===== src/sv/flpgc_pkg.sv =====
// Shared types, codes and reset values for the follower link parser and gap control.
// Used by every module of the block; depends on nothing else.
package flpgc_pkg;

	localparam int LINE_BUFFER_BYTES_DEF = 64;
	localparam int TIMER_BITS_DEF        = 16;

	localparam int DIST_W   = 10;
	localparam int BAND_W   = 8;
	localparam int TOUT_W   = 16;
	localparam int SPEED_W  = 8;
	localparam int CFG_W    = 16;
	localparam int CFG_IDX_W = 3;

	localparam logic [CFG_IDX_W-1:0] REG_TOO_CLOSE   = 3'd0;
	localparam logic [CFG_IDX_W-1:0] REG_TARGET_GAP  = 3'd1;
	localparam logic [CFG_IDX_W-1:0] REG_DEADBAND    = 3'd2;
	localparam logic [CFG_IDX_W-1:0] REG_LOST_TOUT   = 3'd3;
	localparam logic [CFG_IDX_W-1:0] REG_START_SPEED = 3'd4;

	localparam logic [DIST_W-1:0]  TOO_CLOSE_RST   = 10'd10;
	localparam logic [DIST_W-1:0]  TARGET_GAP_RST  = 10'd30;
	localparam logic [BAND_W-1:0]  DEADBAND_RST    = 8'd5;
	localparam logic [TOUT_W-1:0]  LOST_TOUT_RST   = 16'd1000;
	localparam logic [SPEED_W-1:0] START_SPEED_RST = 8'd150;

	typedef enum logic [1:0] {
		KIND_BYTE   = 2'd0,
		KIND_UPDATE = 2'd1,
		KIND_TICK   = 2'd2
	} kind_t;

	typedef enum logic [3:0] {
		ACT_NONE      = 4'd0,
		ACT_FWD       = 4'd1,
		ACT_BACK      = 4'd2,
		ACT_LEFT      = 4'd3,
		ACT_RIGHT     = 4'd4,
		ACT_FWDLEFT   = 4'd5,
		ACT_FWDRIGHT  = 4'd6,
		ACT_BACKLEFT  = 4'd7,
		ACT_BACKRIGHT = 4'd8,
		ACT_STOP      = 4'd9,
		ACT_BRAKE     = 4'd10
	} action_t;

	typedef enum logic [1:0] {
		EVT_NONE  = 2'd0,
		EVT_FOUND = 2'd1,
		EVT_LOST  = 2'd2
	} event_t;

	typedef enum logic [1:0] {
		LINE_NONE     = 2'd0,
		LINE_ACCEPTED = 2'd1,
		LINE_REJECTED = 2'd2
	} line_status_t;

	typedef struct packed {
		logic [DIST_W-1:0]  too_close_cm;
		logic [DIST_W-1:0]  target_gap_cm;
		logic [BAND_W-1:0]  deadband_cm;
		logic [TOUT_W-1:0]  lost_timeout_ms;
	} cfg_t;

	typedef struct packed {
		line_status_t       status;
		logic               accepted;
		action_t            leader_move;
		logic [SPEED_W-1:0] leader_speed;
	} parse_info_t;

	typedef struct packed {
		logic               link_lost;
		logic               lost_now;
		logic               found_now;
	} link_info_t;

	typedef struct packed {
		line_status_t       line_status;
		event_t             link_event;
		logic [SPEED_W-1:0] speed_value;
		logic               speed_write;
		action_t            motor_action;
	} result_t;

endpackage


===== src/sv/flpgc_line_parser.sv =====
// Line assembler and parser for received link bytes; holds the leader's move and speed.
// Depends on flpgc_pkg.
module flpgc_line_parser #(
	parameter int LINE_BUFFER_BYTES = flpgc_pkg::LINE_BUFFER_BYTES_DEF
) (
	input  logic                             clk,
	input  logic                             arst_n,
	input  logic                             byte_en,
	input  logic [7:0]                       rx_byte,
	input  logic                             speed_we,
	input  logic [flpgc_pkg::SPEED_W-1:0]    speed_wdata,
	output flpgc_pkg::parse_info_t           info
);
	import flpgc_pkg::*;

	localparam int PW = $clog2(LINE_BUFFER_BYTES);
	localparam logic [PW-1:0] POS_LAST = PW'(LINE_BUFFER_BYTES - 1);

	logic [PW-1:0]      pos_q, pos_d;
	logic               header_ok_q, header_ok_d;
	action_t            pending_q, pending_d;
	logic [8:0]         acc_q, acc_d;
	logic               field_done_q, field_done_d;
	action_t            leader_move_q;
	logic [SPEED_W-1:0] leader_speed_q;
	logic               is_eol, accepted;
	logic [11:0]        acc_next;
	action_t            move;

	always_comb begin
		unique case (rx_byte)
			8'h46:   move = ACT_FWD;
			8'h42:   move = ACT_BACK;
			8'h4C:   move = ACT_LEFT;
			8'h52:   move = ACT_RIGHT;
			8'h47:   move = ACT_FWDLEFT;
			8'h48:   move = ACT_FWDRIGHT;
			8'h49:   move = ACT_BACKLEFT;
			8'h4A:   move = ACT_BACKRIGHT;
			8'h53:   move = ACT_STOP;
			default: move = ACT_NONE;
		endcase
	end

	assign is_eol   = (rx_byte == 8'h0A) || (rx_byte == 8'h0D);
	assign accepted = is_eol && (pos_q != '0) && header_ok_q && (pending_q != ACT_NONE);
	assign acc_next = 12'(acc_q) * 12'd10 + 12'(rx_byte - 8'h30);

	always_comb begin
		pos_d        = pos_q;
		header_ok_d  = header_ok_q;
		pending_d    = pending_q;
		acc_d        = acc_q;
		field_done_d = field_done_q;
		if (is_eol) begin
			pos_d = '0;
		end else if (pos_q < POS_LAST) begin
			pos_d = pos_q + PW'(1);
			if (pos_q == PW'(0)) begin
				header_ok_d  = (rx_byte == 8'h4C);
				pending_d    = ACT_NONE;
				acc_d        = '0;
				field_done_d = 1'b0;
			end else if (pos_q == PW'(1)) begin
				header_ok_d = header_ok_q && (rx_byte == 8'h46);
			end else if (pos_q == PW'(2)) begin
				header_ok_d = header_ok_q && (rx_byte == 8'h3A);
			end else if (pos_q == PW'(3)) begin
				pending_d = move;
			end else if (pos_q >= PW'(5) && !field_done_q) begin
				if (rx_byte == 8'h2C || rx_byte == 8'h00) begin
					field_done_d = 1'b1;
				end else if (rx_byte >= 8'h30 && rx_byte <= 8'h39) begin
					acc_d = (acc_next > 12'd256) ? 9'd256 : acc_next[8:0];
				end
			end
		end else begin
			pos_d = '0;
		end
	end

	always_ff @(posedge clk or negedge arst_n) begin
		if (!arst_n) begin
			pos_q          <= '0;
			header_ok_q    <= 1'b1;
			pending_q      <= ACT_NONE;
			acc_q          <= '0;
			field_done_q   <= 1'b0;
			leader_move_q  <= ACT_STOP;
			leader_speed_q <= START_SPEED_RST;
		end else begin
			if (byte_en) begin
				pos_q        <= pos_d;
				header_ok_q  <= header_ok_d;
				pending_q    <= pending_d;
				acc_q        <= acc_d;
				field_done_q <= field_done_d;
				if (accepted) begin
					leader_move_q <= pending_q;
					if (acc_q != 9'd0 && acc_q <= 9'd255) begin
						leader_speed_q <= acc_q[7:0];
					end
				end
			end
			if (speed_we) begin
				leader_speed_q <= speed_wdata;
			end
		end
	end

	always_comb begin
		info.accepted     = accepted;
		info.leader_move  = leader_move_q;
		info.leader_speed = leader_speed_q;
		if (!is_eol || pos_q == '0) begin
			info.status = LINE_NONE;
		end else if (accepted) begin
			info.status = LINE_ACCEPTED;
		end else begin
			info.status = LINE_REJECTED;
		end
	end

endmodule


===== src/sv/flpgc_link_watchdog.sv =====
// Millisecond watchdog that ages the link and reports lost and found events.
// Depends on flpgc_pkg.
module flpgc_link_watchdog #(
	parameter int TIMER_BITS = flpgc_pkg::TIMER_BITS_DEF
) (
	input  logic                          clk,
	input  logic                          arst_n,
	input  logic                          tick_en,
	input  logic                          line_ok_en,
	input  logic [flpgc_pkg::TOUT_W-1:0]  lost_timeout_ms,
	output flpgc_pkg::link_info_t         info
);
	import flpgc_pkg::*;

	localparam int CW = (TIMER_BITS > TOUT_W) ? TIMER_BITS : TOUT_W;

	logic [TIMER_BITS-1:0] ms_q, ms_inc;
	logic                  lost_q;

	assign ms_inc = (ms_q == '1) ? ms_q : ms_q + TIMER_BITS'(1);

	always_comb begin
		info.link_lost = lost_q;
		info.lost_now  = tick_en && !lost_q && (CW'(ms_inc) >= CW'(lost_timeout_ms));
		info.found_now = line_ok_en && lost_q;
	end

	always_ff @(posedge clk or negedge arst_n) begin
		if (!arst_n) begin
			ms_q   <= '0;
			lost_q <= 1'b0;
		end else if (tick_en) begin
			ms_q <= ms_inc;
			if (info.lost_now) begin
				lost_q <= 1'b1;
			end
		end else if (line_ok_en) begin
			ms_q   <= '0;
			lost_q <= 1'b0;
		end
	end

endmodule


===== src/sv/flpgc_gap_ctrl.sv =====
// Gap control decision for one update: brake, back off, stop in the band or follow the leader.
// Stops when the link is lost. Depends on flpgc_pkg.
module flpgc_gap_ctrl (
	input  flpgc_pkg::cfg_t                 cfg,
	input  logic                            link_lost,
	input  logic [flpgc_pkg::DIST_W-1:0]    front_distance,
	input  logic                            distance_valid,
	input  flpgc_pkg::action_t              leader_move,
	input  logic [flpgc_pkg::SPEED_W-1:0]   leader_speed,
	output flpgc_pkg::action_t              motor_action,
	output logic                            speed_write,
	output logic [flpgc_pkg::SPEED_W-1:0]   speed_value
);
	import flpgc_pkg::*;

	logic signed [11:0] dist_s, lower, upper;

	assign dist_s = $signed({2'b00, front_distance});
	assign lower  = $signed({2'b00, cfg.target_gap_cm}) - $signed({4'b0000, cfg.deadband_cm});
	assign upper  = $signed({2'b00, cfg.target_gap_cm}) + $signed({4'b0000, cfg.deadband_cm});

	always_comb begin
		motor_action = leader_move;
		speed_write  = 1'b1;
		speed_value  = leader_speed;
		if (link_lost) begin
			motor_action = ACT_STOP;
			speed_write  = 1'b0;
			speed_value  = '0;
		end else if (distance_valid) begin
			priority if (front_distance <= cfg.too_close_cm) begin
				motor_action = ACT_BRAKE;
				speed_write  = 1'b0;
				speed_value  = '0;
			end else if (dist_s < lower) begin
				motor_action = ACT_BACK;
				speed_write  = 1'b0;
				speed_value  = '0;
			end else if (dist_s <= upper) begin
				motor_action = ACT_STOP;
				speed_write  = 1'b0;
				speed_value  = '0;
			end else begin
				motor_action = leader_move;
			end
		end
	end

endmodule


===== src/sv/follower_link_parser_gap_control.sv =====
// Follower side of a leader-follower link: the input register, the result register and config.
// Depends on flpgc_pkg, flpgc_line_parser, flpgc_link_watchdog and flpgc_gap_ctrl.
//
// Items arrive on the s_ stream: tuser carries the kind (received byte, control update or
// millisecond tick) and tdata the byte, the front distance and its valid flag. Every item
// gives exactly one result on the m_ stream with the motor action, the speed write, the
// link event and the line status.
// An accepted request is registered in the input register, worked through combinationally and
// lands in the result register once that register is free or being taken; a stalled receiver holds it back.
// One request is taken in every cycle while the receiver keeps up; the single result register is
// the only output buffer, and the input register holds a request while a result waits.
// When the receiver stalls, the result is held and the input register fills; s_tready then
// falls until m_tready returns, and no request or result is lost.
// Configuration writes through cfg_we, cfg_index and cfg_data take effect at once; the user must
// make them while no request is in flight, as the block does not enforce it. Writing the start
// speed also loads the leader speed. Reset clears the line parser, sets the leader move to stop and the
// leader speed to the start speed, clears the watchdog, restores the register defaults and empties the pipeline.
module follower_link_parser_gap_control #(
	parameter int LINE_BUFFER_BYTES = flpgc_pkg::LINE_BUFFER_BYTES_DEF,
	parameter int TIMER_BITS        = flpgc_pkg::TIMER_BITS_DEF
) (
	input  logic                              clk,
	input  logic                              arst_n,
	input  logic                              s_tvalid,
	output logic                              s_tready,
	input  logic [23:0]                       s_tdata,  // rx_byte, front_distance, distance_valid
	input  logic [1:0]                        s_tuser,  // kind
	output logic                              m_tvalid,
	input  logic                              m_tready,
	output logic [23:0]                       m_tdata,  // motor_action, speed_write,
	                                                    // speed_value, link_event, line_status
	input  logic                              cfg_we,
	input  logic [flpgc_pkg::CFG_IDX_W-1:0]   cfg_index,
	input  logic [flpgc_pkg::CFG_W-1:0]       cfg_data
);
	import flpgc_pkg::*;

	cfg_t               cfg_q;
	logic               valid_s1;
	kind_t              kind_s1;
	logic [7:0]         byte_s1;
	logic [DIST_W-1:0]  dist_s1;
	logic               seen_s1;
	logic               advance;
	result_t            res_d, res_q;
	logic               m_valid_q;
	parse_info_t        pinfo;
	link_info_t         linfo;
	action_t            gap_action;
	logic               gap_swrite;
	logic [SPEED_W-1:0] gap_sval;
	logic               speed_we;

	assign advance  = valid_s1 && (!m_valid_q || m_tready);
	assign s_tready = !valid_s1 || advance;
	assign speed_we = cfg_we && (cfg_index == REG_START_SPEED);

	always_ff @(posedge clk or negedge arst_n) begin
		if (!arst_n) begin
			cfg_q.too_close_cm    <= TOO_CLOSE_RST;
			cfg_q.target_gap_cm   <= TARGET_GAP_RST;
			cfg_q.deadband_cm     <= DEADBAND_RST;
			cfg_q.lost_timeout_ms <= LOST_TOUT_RST;
		end else if (cfg_we) begin
			unique case (cfg_index)
				REG_TOO_CLOSE:  cfg_q.too_close_cm    <= cfg_data[DIST_W-1:0];
				REG_TARGET_GAP: cfg_q.target_gap_cm   <= cfg_data[DIST_W-1:0];
				REG_DEADBAND:   cfg_q.deadband_cm     <= cfg_data[BAND_W-1:0];
				REG_LOST_TOUT:  cfg_q.lost_timeout_ms <= cfg_data[TOUT_W-1:0];
				default: ;
			endcase
		end
	end

	always_ff @(posedge clk or negedge arst_n) begin
		if (!arst_n) begin
			valid_s1 <= 1'b0;
		end else if (s_tready) begin
			valid_s1 <= s_tvalid;
		end
	end

	always_ff @(posedge clk) begin
		if (s_tready && s_tvalid) begin
			kind_s1 <= kind_t'(s_tuser);
			byte_s1 <= s_tdata[7:0];
			dist_s1 <= s_tdata[17:8];
			seen_s1 <= s_tdata[18];
		end
	end

	flpgc_line_parser #(
		.LINE_BUFFER_BYTES(LINE_BUFFER_BYTES)
	) u_parser (
		.clk         (clk),
		.arst_n      (arst_n),
		.byte_en     (advance && kind_s1 == KIND_BYTE),
		.rx_byte     (byte_s1),
		.speed_we    (speed_we),
		.speed_wdata (cfg_data[SPEED_W-1:0]),
		.info        (pinfo)
	);

	flpgc_link_watchdog #(
		.TIMER_BITS(TIMER_BITS)
	) u_watchdog (
		.clk             (clk),
		.arst_n          (arst_n),
		.tick_en         (advance && kind_s1 == KIND_TICK),
		.line_ok_en      (advance && kind_s1 == KIND_BYTE && pinfo.accepted),
		.lost_timeout_ms (cfg_q.lost_timeout_ms),
		.info            (linfo)
	);

	flpgc_gap_ctrl u_gap (
		.cfg            (cfg_q),
		.link_lost      (linfo.link_lost),
		.front_distance (dist_s1),
		.distance_valid (seen_s1),
		.leader_move    (pinfo.leader_move),
		.leader_speed   (pinfo.leader_speed),
		.motor_action   (gap_action),
		.speed_write    (gap_swrite),
		.speed_value    (gap_sval)
	);

	always_comb begin
		res_d = '{line_status: LINE_NONE, link_event: EVT_NONE, speed_value: '0,
			speed_write: 1'b0, motor_action: ACT_NONE};
		unique case (kind_s1)
			KIND_BYTE: begin
				res_d.line_status = pinfo.status;
				if (linfo.found_now) begin
					res_d.link_event = EVT_FOUND;
				end
			end
			KIND_UPDATE: begin
				res_d.motor_action = gap_action;
				res_d.speed_write  = gap_swrite;
				res_d.speed_value  = gap_sval;
			end
			KIND_TICK: begin
				if (linfo.lost_now) begin
					res_d.motor_action = ACT_STOP;
					res_d.link_event   = EVT_LOST;
				end
			end
			default: ;
		endcase
	end

	always_ff @(posedge clk or negedge arst_n) begin
		if (!arst_n) begin
			m_valid_q <= 1'b0;
		end else if (advance) begin
			m_valid_q <= 1'b1;
		end else if (m_tready) begin
			m_valid_q <= 1'b0;
		end
	end

	always_ff @(posedge clk) begin
		if (advance) begin
			res_q <= res_d;
		end
	end

	assign m_tvalid = m_valid_q;
	assign m_tdata  = {7'b0, res_q};

`ifndef ASSERT_OFF
	a_found_needs_accept: assert property (@(posedge clk) disable iff (!arst_n)
		m_valid_q && res_q.link_event == EVT_FOUND |-> res_q.line_status == LINE_ACCEPTED)
		else $error("found event without an accepted line");

	a_line_no_action: assert property (@(posedge clk) disable iff (!arst_n)
		m_valid_q && res_q.line_status != LINE_NONE |-> res_q.motor_action == ACT_NONE)
		else $error("line end result carries a motor action");

	a_write_no_event: assert property (@(posedge clk) disable iff (!arst_n)
		m_valid_q && res_q.speed_write |-> res_q.link_event == EVT_NONE)
		else $error("speed write together with a link event");

	a_stall_cause: assert property (@(posedge clk) disable iff (!arst_n)
		!s_tready |-> valid_s1 && m_valid_q && !m_tready)
		else $error("input stalled without a stalled result");

	a_lost_stops: assert property (@(posedge clk) disable iff (!arst_n)
		advance && kind_s1 == KIND_UPDATE && linfo.link_lost |=> m_valid_q && !res_q.speed_write)
		else $error("speed written while the link is lost");
`endif

endmodule


===== config.mk =====
export PLATFORM = sky130hd
export DESIGN_NAME = follower_link_parser_gap_control
export DESIGN_NICKNAME = d
export VERILOG_FILES = /design/src/sv/flpgc_pkg.sv /design/src/sv/flpgc_line_parser.sv /design/src/sv/flpgc_link_watchdog.sv /design/src/sv/flpgc_gap_ctrl.sv /design/src/sv/follower_link_parser_gap_control.sv
export SDC_FILE = /design/constraint.sdc
export NUM_CORES = 1
export LEC_CHECK = 0
export ABC_AREA = 1
export BUFFER_PORTS_ARGS = -buffer_cell sky130_fd_sc_hd__buf_4
export CAP_MARGIN = 20
export CORE_AREA = 2 2 116 164
export CTS_BUF_LIST = sky130_fd_sc_hd__clkbuf_4
export CTS_CLUSTER_SIZE = 16
export DETAILED_ROUTE_END_ITERATION = 6
export DIE_AREA = 0 0 118 166
export GPL_ROUTABILITY_DRIVEN = 0
export GPL_TIMING_DRIVEN = 0
export PLACE_DENSITY = 0.73
export SYNTH_ARGS = -nofsm -noshare
export SYNTH_HDL_FRONTEND = slang
export SYNTH_HIERARCHICAL = 1
export SYNTH_SLANG_ARGS = --single-unit

===== constraint.sdc =====
create_clock -name clk -period 4.86 [get_ports clk]
set_input_delay 0.243 -clock clk [delete_from_list [all_inputs] [get_ports clk]]
set_output_delay 0.243 -clock clk [all_outputs]
set_load 0.005 [all_outputs]

==> flow_summary_export.csv, run 1 <==
group,metric,value,unit
status,status,"finished clean",
logic_synthesis,synth_cell_types,53,
routing,post-route-drc-count,0,
clocking,cts_tree,"done",
worst_setup_path,endpoint_kind,"flip-flop",
worst_setup_path,start_kind,"flip-flop",
worst_setup_path,critPathArrivalTime,4.14,ns
routing,routedWlPerCell,13.5,µm
clocking,cts_max_level,4,
sta,rsz0062_at_grt,"false",
sta,fin_ws,1.19,ns
clocking,cts_inserted_buffers,17,
sta,slew_viol_final,0,
routing,wirelength,22400,µm
placed_design,pre_cts_ws,1.25,ns
routing,drtIter0Drc,570,
worst_setup_path,r2r_setup_slack,1.19,ns
final_layout,final_nets,1561,
sta,period_share,75.4,%
logic_synthesis,yosysMostFrequentCell,"nand2_1",
pwr,power-per-cell-area,365,nW/µm²
logic_synthesis,synth-async-reset-ratio,71.6,%
grt,grt_pass1_wl,38300,µm
routing,ant_nets,0,
clocking,max-clock-path-buffers,2,
logic_synthesis,synth_cells,1275,
grt,overflow,0,
worst_setup_path,max_stage_delay,0.50,ns
die,initial_utilization,53.9,%
worst_setup_path,worstPathRequired,5.33,ns
pwr,peakVddDrop,0.000173,V
logic_synthesis,synth_compound_area_share,6.29,%
sta,relSlewSlack,38.3,%
worst_setup_path,reg2reg_to,"u_parser/acc_q[4]$_DFFE_PN0P_",
logic_synthesis,yosys_warnings,6,
grt,first_global_vias,8458,
routing,firstDrtPassIters,5,
logic_synthesis,synth_edf_count,38,
sta,fin_crit,3.67,ns
routing,viasPerCell,5.05,
sta,hold_viol,0,
die,die_w,118,µm
logic_synthesis,yosys.area_share.simple,31.1,%
grt,track_usage,24.0,%
logic_synthesis,synth_top_family_by_area,"simple AND/OR/NAND/NOR gates",
worst_hold_path,hp-start,"cfg_index[1]",
worst_setup_path,crit_fanout,7,
job,cap_violations,0,
grt,antenna_found_initial,1,
clocking,cts-root-buf,"clkbuf_4",
worst_hold_path,min_path_cells,4,
logic_synthesis,synthFlopType,"dfrtp_1",
logic_synthesis,yosys-top-cells-count,"nand2_1, inv_1, ha_1, nand3_1, dfrtp_1",
placed_design,port_buffers,63,
die,die_h,166,µm
logic_synthesis,netlist_area,9830,µm²
worst_setup_path,rr_startpoint,"u_parser/acc_q[1]$_DFFE_PN0P_",
logic_synthesis,muxShareOfSynthArea,0.407,%
logic_synthesis,synth_area_leaders,"dfrtp_1, nand2_1, ha_1",
clocking,clk_pin_slew_worst_paths,0.12,ns
grt,grt_max_degree,51,
logic_synthesis,synth_seq_cells,134,
sta,worst_pin_slew,0.924,ns
worst_setup_path,rr_worst_depth,18,
worst_setup_path,crit_top_cell,"nand2_1",
die,rows,59,
routing,dr_total_vias,8410,
sta,setup_violations,0,
die,die_area,19600,µm²
die,io_pins,76,
final_layout,fillers,1651,
sta,setup_tns,0,ns
clocking,clock-sinks,134,
logic_synthesis,synth_top_area_cell,"dfrtp_1",
worst_setup_path,cp_cell_sequence,"ha_1 > ha_1 > inv_1 > fa_1 > o31ai_1 > xnor2_1 > inv_1 > ha_1 > nand2_1 > nor2_1 > nand3_1 > nand2_1 > nand2_1 > nand2_1 > nand3_1 > a21oi_1 > nand2_2 > o21ai_1",
worst_setup_path,path_class,"reg2reg",
sta,fmax,0.273,GHz
logic_synthesis,syn_avg_cell_area,7.71,µm²
logic_synthesis,synth_fa_ha_area_share,13.4,%
die,core,18200,µm²
worst_hold_path,hp-class,"in2reg",
pwr,total_leakage_power,6.01,nW
worst_hold_path,min_to,"cfg_q[34]$_DFFE_PN0P_",
logic_synthesis,synth_xor_area_share,2.67,%
placed_design,hpwlAfterDp,17300,µm
logic_synthesis,yosys.area.top_type_share,19.1,%
clocking,clk_latency,0.57,ns
logic_synthesis,synth-seq-area-share,36.3,%
final_layout,area_growth,15.5,%
final_layout,drive_gt1_share,15.6,%
sta,skew,0.0325,ns
worst_setup_path,slowest_stage,"dfrtp_1",
-- per-stage QoR --
stage / power (mW) / cell area, µm² / utilization (%) / hold WS (ns) / cells
6_report: 4.14 / 11400 / 62.3 / 0.0629 / 1666
5_1_grt: 4.52 / 11400 / 62.3 / 0.0472 / 1666
4_1_cts: 4.16 / 11400 / 62.3 / 0.0231 / 1665
3_3_place_gp: 3.37 / 10600 / 58.3 / 0.421 / 1588
3_5_place_dp: 3.44 / 10700 / 58.5 / 0.301 / 1589
2_1_floorplan: 2.97 / 9850 / - / -0.0526 / 1281
-- repair_timing --
action / CTS / global route
gates resized for setup: 0 / 0
endpoints found under the hold margin: 110 / 0
hold buffers: 44 / 0
setup buffers: 0 / 0
-- worst max path at each step --
stage                                        startpoint                             to  cells past startpoint
after floorplan           u_parser/acc_q[1]$_DFFE_PN0P_  u_parser/acc_q[0]$_DFFE_PN0P_                     17
after global placement    u_parser/acc_q[1]$_DFFE_PN0P_  u_parser/acc_q[1]$_DFFE_PN0P_                     18
after detailed placement  u_parser/acc_q[1]$_DFFE_PN0P_  u_parser/acc_q[4]$_DFFE_PN0P_                     18
after CTS                 u_parser/acc_q[1]$_DFFE_PN0P_  u_parser/acc_q[4]$_DFFE_PN0P_                     18
after global routing      u_parser/acc_q[1]$_DFFE_PN0P_  u_parser/acc_q[2]$_DFFE_PN0P_                     18
final                     u_parser/acc_q[1]$_DFFE_PN0P_  u_parser/acc_q[4]$_DFFE_PN0P_                     18
-- metal layers --
| metal | track usage (%) | wire length (µm) |
|---|---|---|
| met1 | 26.9 | 9250 |
| met2 | 45.4 | 12000 |
| met3 | 3.57 | 630 |
| met4 | 9.01 | 576 |
| met5 | 0 | 0 |
-- where the power goes --
part	internal, mW	total, mW	switching [mW]	leakage, nW
Clock	0.261	0.683	0.422	0.132
Sequential	1.38	1.56	0.185	1.56
Combinational	0.749	1.89	1.14	4.32
-- placed cells by master, fill, tap and decap left out, types with 9 or more instances in the layout --
master and n:
xnor2_1 9, nand4_1 17, nand2_2 21, clkbuf_4 19, nand3_1 86, edfxtp_1 38, xor2_1 21, dlygate4sd3_1 44
ha_1 99, a21oi_1 49, dfstp_2 21, dfrtp_1 75, nor2_1 70, o21ai_0 19, nor3_1 10, inv_1 183
buf_4 77, nand2_1 412, nor2_2 11, o21ai_1 12, nor2_4 10
-- area by class of cell --
type                    count  area, µm²  area share [%]
flip-flops and latches    134       3570            31.4
inverters                 192        728            6.41
diodes                      1       2.50          0.0220
clock buffers              19        143            1.26
plain buffers              32        235            2.07
repair buffers            108        941            8.29
well taps                 244        305            2.69
clock inverters            13        109           0.959
multi-input cells         923       5320            46.9
-- flip-flops by register name, indices dropped and copies added, names as in the netlist, 6 cells and up --
signal and cells:
byte_s1 8, u_parser/pos_q 6, dist_s1 10, u_parser/acc_q 9, m_tdata 17, u_watchdog/ms_q 16, u_parser/leader_speed_q 8, cfg_q 44
-- cells by family after synthesis --
kind of cell | Yosys count
and+or+nand+nor | 670
xor gates and xnor gates | 30
muxes | 4
DFF | 134
AOI/OAI and AO/OA | 109
buffers and inverters | 224
other | 1
adders and majority gates | 103
-- critical path, delay by kind of cell (launching register included) --
kind            cells  cell delay, ns
compound gates      3            0.73
flops               1            0.50
buf+inv             2            0.13
fa+ha+maj           4            1.29
simple gates        8            0.79
xor+xnor            1            0.17
Note: power is estimated with default switching activity, not from simulation.
==> inputs of run 2 (changes only) <==
==> constraint.sdc (replaced) <==
create_clock -name clk -period 3.4 [get_ports clk]
set_input_delay 0.17 -clock clk [delete_from_list [all_inputs] [get_ports clk]]
set_output_delay 0.17 -clock clk [all_outputs]
set_load 0.005 [all_outputs]
==> flow_summary_export.csv, run 2 (synthesized netlist as in run 1, its figures left out) <==
group,metric,value,unit
status,status,"finished with violations",
status,violations,"setup timing",
placed_design,placedCellCount,1589,
die,die_h,166,µm
clocking,clock-sinks,134,
final_layout,final_nets,1581,
routing,dr_total_vias,8522,
clocking,cts-root-buf,"clkbuf_4",
routing,firstDrtPassIters,5,
worst_setup_path,crit_top_cell,"nand2_1",
final_layout,final_util,64.2,%
worst_setup_path,reg2reg_to,"m_tdata[8]$_SDFFCE_PP0P_",
pwr,power-per-cell-area,528,nW/µm²
final_layout,regMostFlops,"cfg_q",
worst_setup_path,endpoint_kind,"flip-flop",
worst_setup_path,crit_fanout,6,
grt,grt_max_degree,51,
clocking,cts_max_level,4,
worst_setup_path,start_kind,"flip-flop",
grt,first_global_vias,8572,
final_layout,fin_cells,1686,
sta,hold_ws,0.0645,ns
worst_hold_path,hp-class,"in2reg",
pwr,power_frac_seq,36.2,%
clocking,max-clock-path-buffers,2,
clocking,cts_tree,"done",
die,die_w,118,µm
worst_setup_path,rr_startpoint,"cfg_q[18]$_DFFE_PN1P_",
sta,slew_viol_final,0,
routing,drtIter0Drc,598,
placed_design,hpwlAfterDp,17300,µm
sta,period_share,101,%
job,cap_violations,0,
sta,hold_viol,0,
sta,fin_ws,-0.0216,ns
pwr,total_leakage_power,6.11,nW
pwr,peakVddDrop,0.000329,V
worst_setup_path,path_class,"reg2reg",
worst_setup_path,slowest_stage,"dfstp_2",
clocking,clk_latency,0.56,ns
die,rows,59,
routing,viasPerCell,5.05,
pwr,swShare,42.7,%
grt,antenna_found_initial,1,
pwr,power_frac_clock,15.9,%
sta,worst_pin_slew,0.922,ns
grt,grt_pass1_wl,39000,µm
routing,post-route-drc-count,0,
final_layout,mostFrequentLayoutCells,"nand2_1, inv_1, ha_1, buf_4, nand3_1",
final_layout,largest_reg_flops,44,
routing,ant_nets,0,
grt,overflow,0,
worst_setup_path,worstPathRequired,3.81,ns
sta,setup_tns,-0.0592,ns
final_layout,drive_gt1_share,18.7,%
worst_setup_path,critPathArrivalTime,3.83,ns
final_layout,area_growth,19.0,%
routing,routedWlPerCell,13.7,µm
pwr,p_switching,2.64,mW
sta,skew,0.0315,ns
placed_design,port_buffers,63,
worst_setup_path,critPathLaunch,"cfg_q[18]$_DFFE_PN1P_",
routing,wirelength,23100,µm
pwr,p_int,3.54,mW
final_layout,layout_commonest_cell,"nand2_1",
sta,fin_crit,3.42,ns
clocking,cts_inserted_buffers,17,
pwr,p_comb_share,47.9,%
die,die_area,19600,µm²
sta,rsz0062_at_grt,"true",
clocking,clk_pin_slew_worst_paths,0.12,ns
worst_setup_path,max_stage_delay,0.58,ns
sta,relSlewSlack,38.5,%
die,io_pins,76,
grt,track_usage,24.5,%
worst_setup_path,endpoint,"m_tdata[8]$_SDFFCE_PP0P_",
sta,fmax,0.292,GHz
die,initial_utilization,53.9,%
die,core,18200,µm²
sta,setup_violations,5,
worst_setup_path,r2r_setup_slack,-0.02,ns
worst_setup_path,rr_worst_depth,26,
-- run 2: cell types whose count changed in the layout (fill, tap and decap cells not counted), sizes merged --
| cell | change |
|---|---|
| nand2 | +1 |
| dlygate4sd3 | +6 |
| buf | +13 |
-- run 2: repair_timing --
action,in CTS,in global routing
hold endpoints to repair,118,0
gates cloned,1,0
pin swaps,4,21
gates resized for setup,11,37
setup endpoints to repair,22,22
setup buffers,7,6
hold buffers,50,0
-- run 2: critical path, delay by kind of cell (launching register included) --
| family | cells | cell delay, ns |
|---|---|---|
| compound gates | 3 | 0.42 |
| xor+xnor | 1 | 0.18 |
| fa+ha+maj | 2 | 0.57 |
| buf+inv | 4 | 0.27 |
| flops | 1 | 0.58 |
| simple gates | 16 | 1.25 |
-- run 2: final cells by class --
type | count | area, µm²
repair buffers | 127 | 1100
plain buffers | 32 | 241
multi-input cells | 924 | 5500
clock inverters | 13 | 109
flip-flops and latches | 134 | 3570
clock buffers | 19 | 143
fillers | 1613 | 6530
diodes | 1 | 2.50
well taps | 244 | 305
inverters | 192 | 728
-- run 2: power by group through the flow --
stage                     combinational, mW  clock, mW  sequential (mW)
after floorplan                        2.06          0             2.18
after detailed placement               2.66          0             2.27
final                                  2.96      0.981             2.23
after CTS                              2.80      0.998             2.23
after global routing                   3.37       1.07             2.27
after global placement                 2.56          0             2.26
-- run 2: worst min path at each step --
stage | slack [ns] | end | depth (start not counted) | startpoint
final | 0.06 | cfg_q[2]$_DFFE_PN0P_ | 6 | cfg_index[2]
after global routing | 0.05 | cfg_q[0]$_DFFE_PN0P_ | 6 | cfg_index[2]
after CTS | 0.01 | cfg_q[2]$_DFFE_PN0P_ | 6 | cfg_index[2]
after detailed placement | 0.23 | u_watchdog/ms_q[12]$_DFFE_PN0P_ | 1 | arst_n
after global placement | 0.35 | byte_s1[4]$_DFFE_PP_ | 1 | s_tdata[4]
after floorplan | -0.13 | cfg_q[0]$_DFFE_PN0P_ | 0 | arst_n
-- run 2: per-layer routing --
metal / track usage (%) / wire, µm
met5: 0 / 0
met4: 9.69 / 619
met3: 3.85 / 756
met2: 46.1 / 12400
met1: 27.3 / 9280
-- run 2: per-stage QoR --
stage	instance area (µm²)	worst slack (ns)	power, mW
final	11700	-0.0216	6.18
after global routing	11700	-0.255	6.71
after CTS	11500	-0.0114	6.03
after detailed placement	10700	-0.209	4.92
after global placement	10600	-0.123	4.82
after floorplan	9850	0.232	4.24
==> inputs of run 3 (changes only) <==
--- a/config.mk
+++ b/config.mk
@@ -15,7 +15,8 @@
 export DIE_AREA = 0 0 118 166
 export GPL_ROUTABILITY_DRIVEN = 0
 export GPL_TIMING_DRIVEN = 0
-export PLACE_DENSITY = 0.73
+export PLACE_DENSITY = 0.77
+export SLEW_MARGIN = 25
 export SYNTH_ARGS = -nofsm -noshare
 export SYNTH_HDL_FRONTEND = slang
 export SYNTH_HIERARCHICAL = 1
==> flow_summary_export.csv, run 3 (synthesized netlist as in run 1, its figures left out) <==
group,metric,value,unit
sta,relSlewSlack,36.9,%
pwr,p_int,3.52,mW
sta,period_share,99.6,%
sta,skew,0.0288,ns
pwr,p_switching,2.60,mW
clocking,clock-sinks,134,
final_layout,fillers,1568,
worst_setup_path,path_class,"reg2reg",
pwr,swShare,42.5,%
clocking,clk_pin_slew_worst_paths,0.13,ns
worst_setup_path,critPathArrivalTime,3.82,ns
clocking,cts-root-buf,"clkbuf_4",
routing,wirelength,22700,µm
worst_hold_path,hp-class,"in2reg",
worst_setup_path,worstPathRequired,3.83,ns
die,rows,59,
placed_design,dpl_cell_area,10600,µm²
final_layout,mostFrequentLayoutCells,"nand2_1, inv_1, ha_1, buf_4, nand3_1",
grt,overflow,0,
placed_design,placedCellCount,1588,
pwr,power-per-cell-area,525,nW/µm²
routing,dr_total_vias,8506,
status,status,"finished clean",
grt,grt_max_degree,97,
clocking,max-clock-path-buffers,2,
routing,met2RoutedLength,12000,µm
die,io_pins,76,
final_layout,final_util,63.9,%
clocking,cts_max_level,4,
die,die_h,166,µm
pwr,total_leakage_power,6.08,nW
grt,grt_pass1_wl,37600,µm
sta,rsz0062_at_grt,"true",
routing,top_layer,"met4",
sta,slew_viol_final,0,
routing,routedWlPerCell,13.5,µm
pwr,p_comb_share,47.5,%
sta,fin_crit,3.39,ns
worst_hold_path,min_path_cells,5,
sta,hold_viol,0,
worst_setup_path,rr_worst_depth,25,
final_layout,final_cell_area,11600,µm²
grt,antenna_found_initial,1,
sta,setup_violations,0,
grt,first_global_vias,8313,
worst_setup_path,crit_fanout,5,
routing,ant_nets,0,
sta,worst_pin_slew,0.945,ns
grt,track_usage,23.7,%
sta,fmax,0.295,GHz
final_layout,final_nets,1575,
final_layout,drive_gt1_share,18.4,%
die,die_w,118,µm
die,core,18200,µm²
routing,drt-met1-wl,9080,µm
pwr,power_frac_clock,16.1,%
clocking,clk_latency,0.56,ns
placed_design,port_buffers,63,
routing,drtIter0Drc,482,
routing,dr_wl_met3,723,µm
routing,firstDrtPassIters,5,
final_layout,fin_cells,1680,
final_layout,regMostFlops,"cfg_q",
sta,fin_ws,0.0143,ns
clocking,cts_inserted_buffers,17,
placed_design,hpwlAfterDp,17300,µm
die,die_area,19600,µm²
pwr,power_frac_seq,36.4,%
placed_design,pre_cts_ws,-0.163,ns
clocking,cts_tree,"done",
final_layout,largest_reg_flops,44,
final_layout,layout_commonest_cell,"nand2_1",
worst_setup_path,start_kind,"flip-flop",
final_layout,area_growth,18.4,%
pwr,peakVddDrop,0.000305,V
job,cap_violations,0,
routing,post-route-drc-count,0,
worst_setup_path,endpoint_kind,"flip-flop",
routing,viasPerCell,5.06,
die,initial_utilization,53.9,%
[run 3: cell types whose count changed in the layout (fill, tap and decap cells not counted), moves of 2 or more]
cell           change
clkinv_4           +4
ha_1               +2
dlygate4sd3_1      -2
inv_1              -2
ha_2               -2
clkbuf_4           +2
nand2_2            -6
clkinvlp_4         -3
buf_4              -4
nand2_1            +5
[run 3: final timing paths]
kind                                             endpoint                   from  slack (ns)
min                                  cfg_q[2]$_DFFE_PN0P_                 cfg_we        0.04
max in group asynchronous   u_parser/acc_q[1]$_DFFE_PN0P_                 arst_n        2.44
min in group asynchronous  u_watchdog/ms_q[0]$_DFFE_PN0P_                 arst_n        0.21
max reg2reg                          m_tdata[2]$_DFFE_PP_  cfg_q[18]$_DFFE_PN1P_        0.01
max                                  m_tdata[2]$_DFFE_PP_  cfg_q[18]$_DFFE_PN1P_        0.01
min reg2reg                          cfg_q[8]$_DFFE_PN1P_   cfg_q[8]$_DFFE_PN1P_        0.48
[run 3: power by group through the flow]
| stage | Combinational, mW | Clock [mW] | Sequential, mW |
|---|---|---|---|
| after CTS | 2.78 | 1.01 | 2.22 |
| after global placement | 2.56 | 0 | 2.25 |
| final | 2.91 | 0.985 | 2.22 |
| after detailed placement | 2.66 | 0 | 2.26 |
| after floorplan | 2.06 | 0 | 2.18 |
| after global routing | 3.31 | 1.06 | 2.26 |
[run 3: repair_timing]
action	in CTS	in global routing
endpoints found under the hold margin	148	0
setup buffers	3	8
hold buffers	48	0
cloned	1	0
pin swaps	4	19
setup endpoints to repair	22	22
resized for setup	11	35
[run 3: layout make-up]
class                   instances  area (µm²)  area share [%]
clock inverters                12         109           0.935
diodes                          1        2.50          0.0215
plain buffers                  31         230            1.98
inverters                     192         731            6.28
clock buffers                  20         150            1.29
flip-flops and latches        134        3570            30.7
repair buffers                122        1040            8.93
well taps                     244         305            2.62
multi-input cells             924        5500            47.3
[run 3: layer usage]
layer / vias up / GRT usage, %
met5: - / 0
met4: 0 / 9.69
li1: 4347 / -
met3: 59 / 3.81
met1: 3919 / 26.5
met2: 181 / 44.2
[run 3: per-stage QoR]
stage | setup TNS (ns) | hold WS (ns) | power [mW]
finish | 0 | 0.0413 | 6.12
global placement | -0.636 | 0.348 | 4.81
CTS | 0 | 0.0170 | 6.01
detailed placement | -2.00 | 0.320 | 4.92
global route | -1.54 | 0.0460 | 6.64
floorplan | 0 | -0.126 | 4.24
[run 3: critical path, cell delays in order (launching register included)]
cell     delay, ns
dfstp_2       0.56
inv_2         0.04
ha_4          0.29
inv_4         0.04
a21oi_4       0.14
nand2_1       0.08
nand2_1       0.08
nand2_1       0.05
a21o_1        0.18
nand2_1       0.07
nand2_1       0.06
xor2_1        0.17
ha_1          0.32
nand2_1       0.07
nor2_1        0.04
nand3_1       0.08
nand2_1       0.07
a21oi_2       0.15
nand2_4       0.09
nor2_4        0.12
nand2_2       0.07
nand2_4       0.12
nand2_8       0.09
nor2_4        0.15
nand2_2       0.07
inv_2         0.05
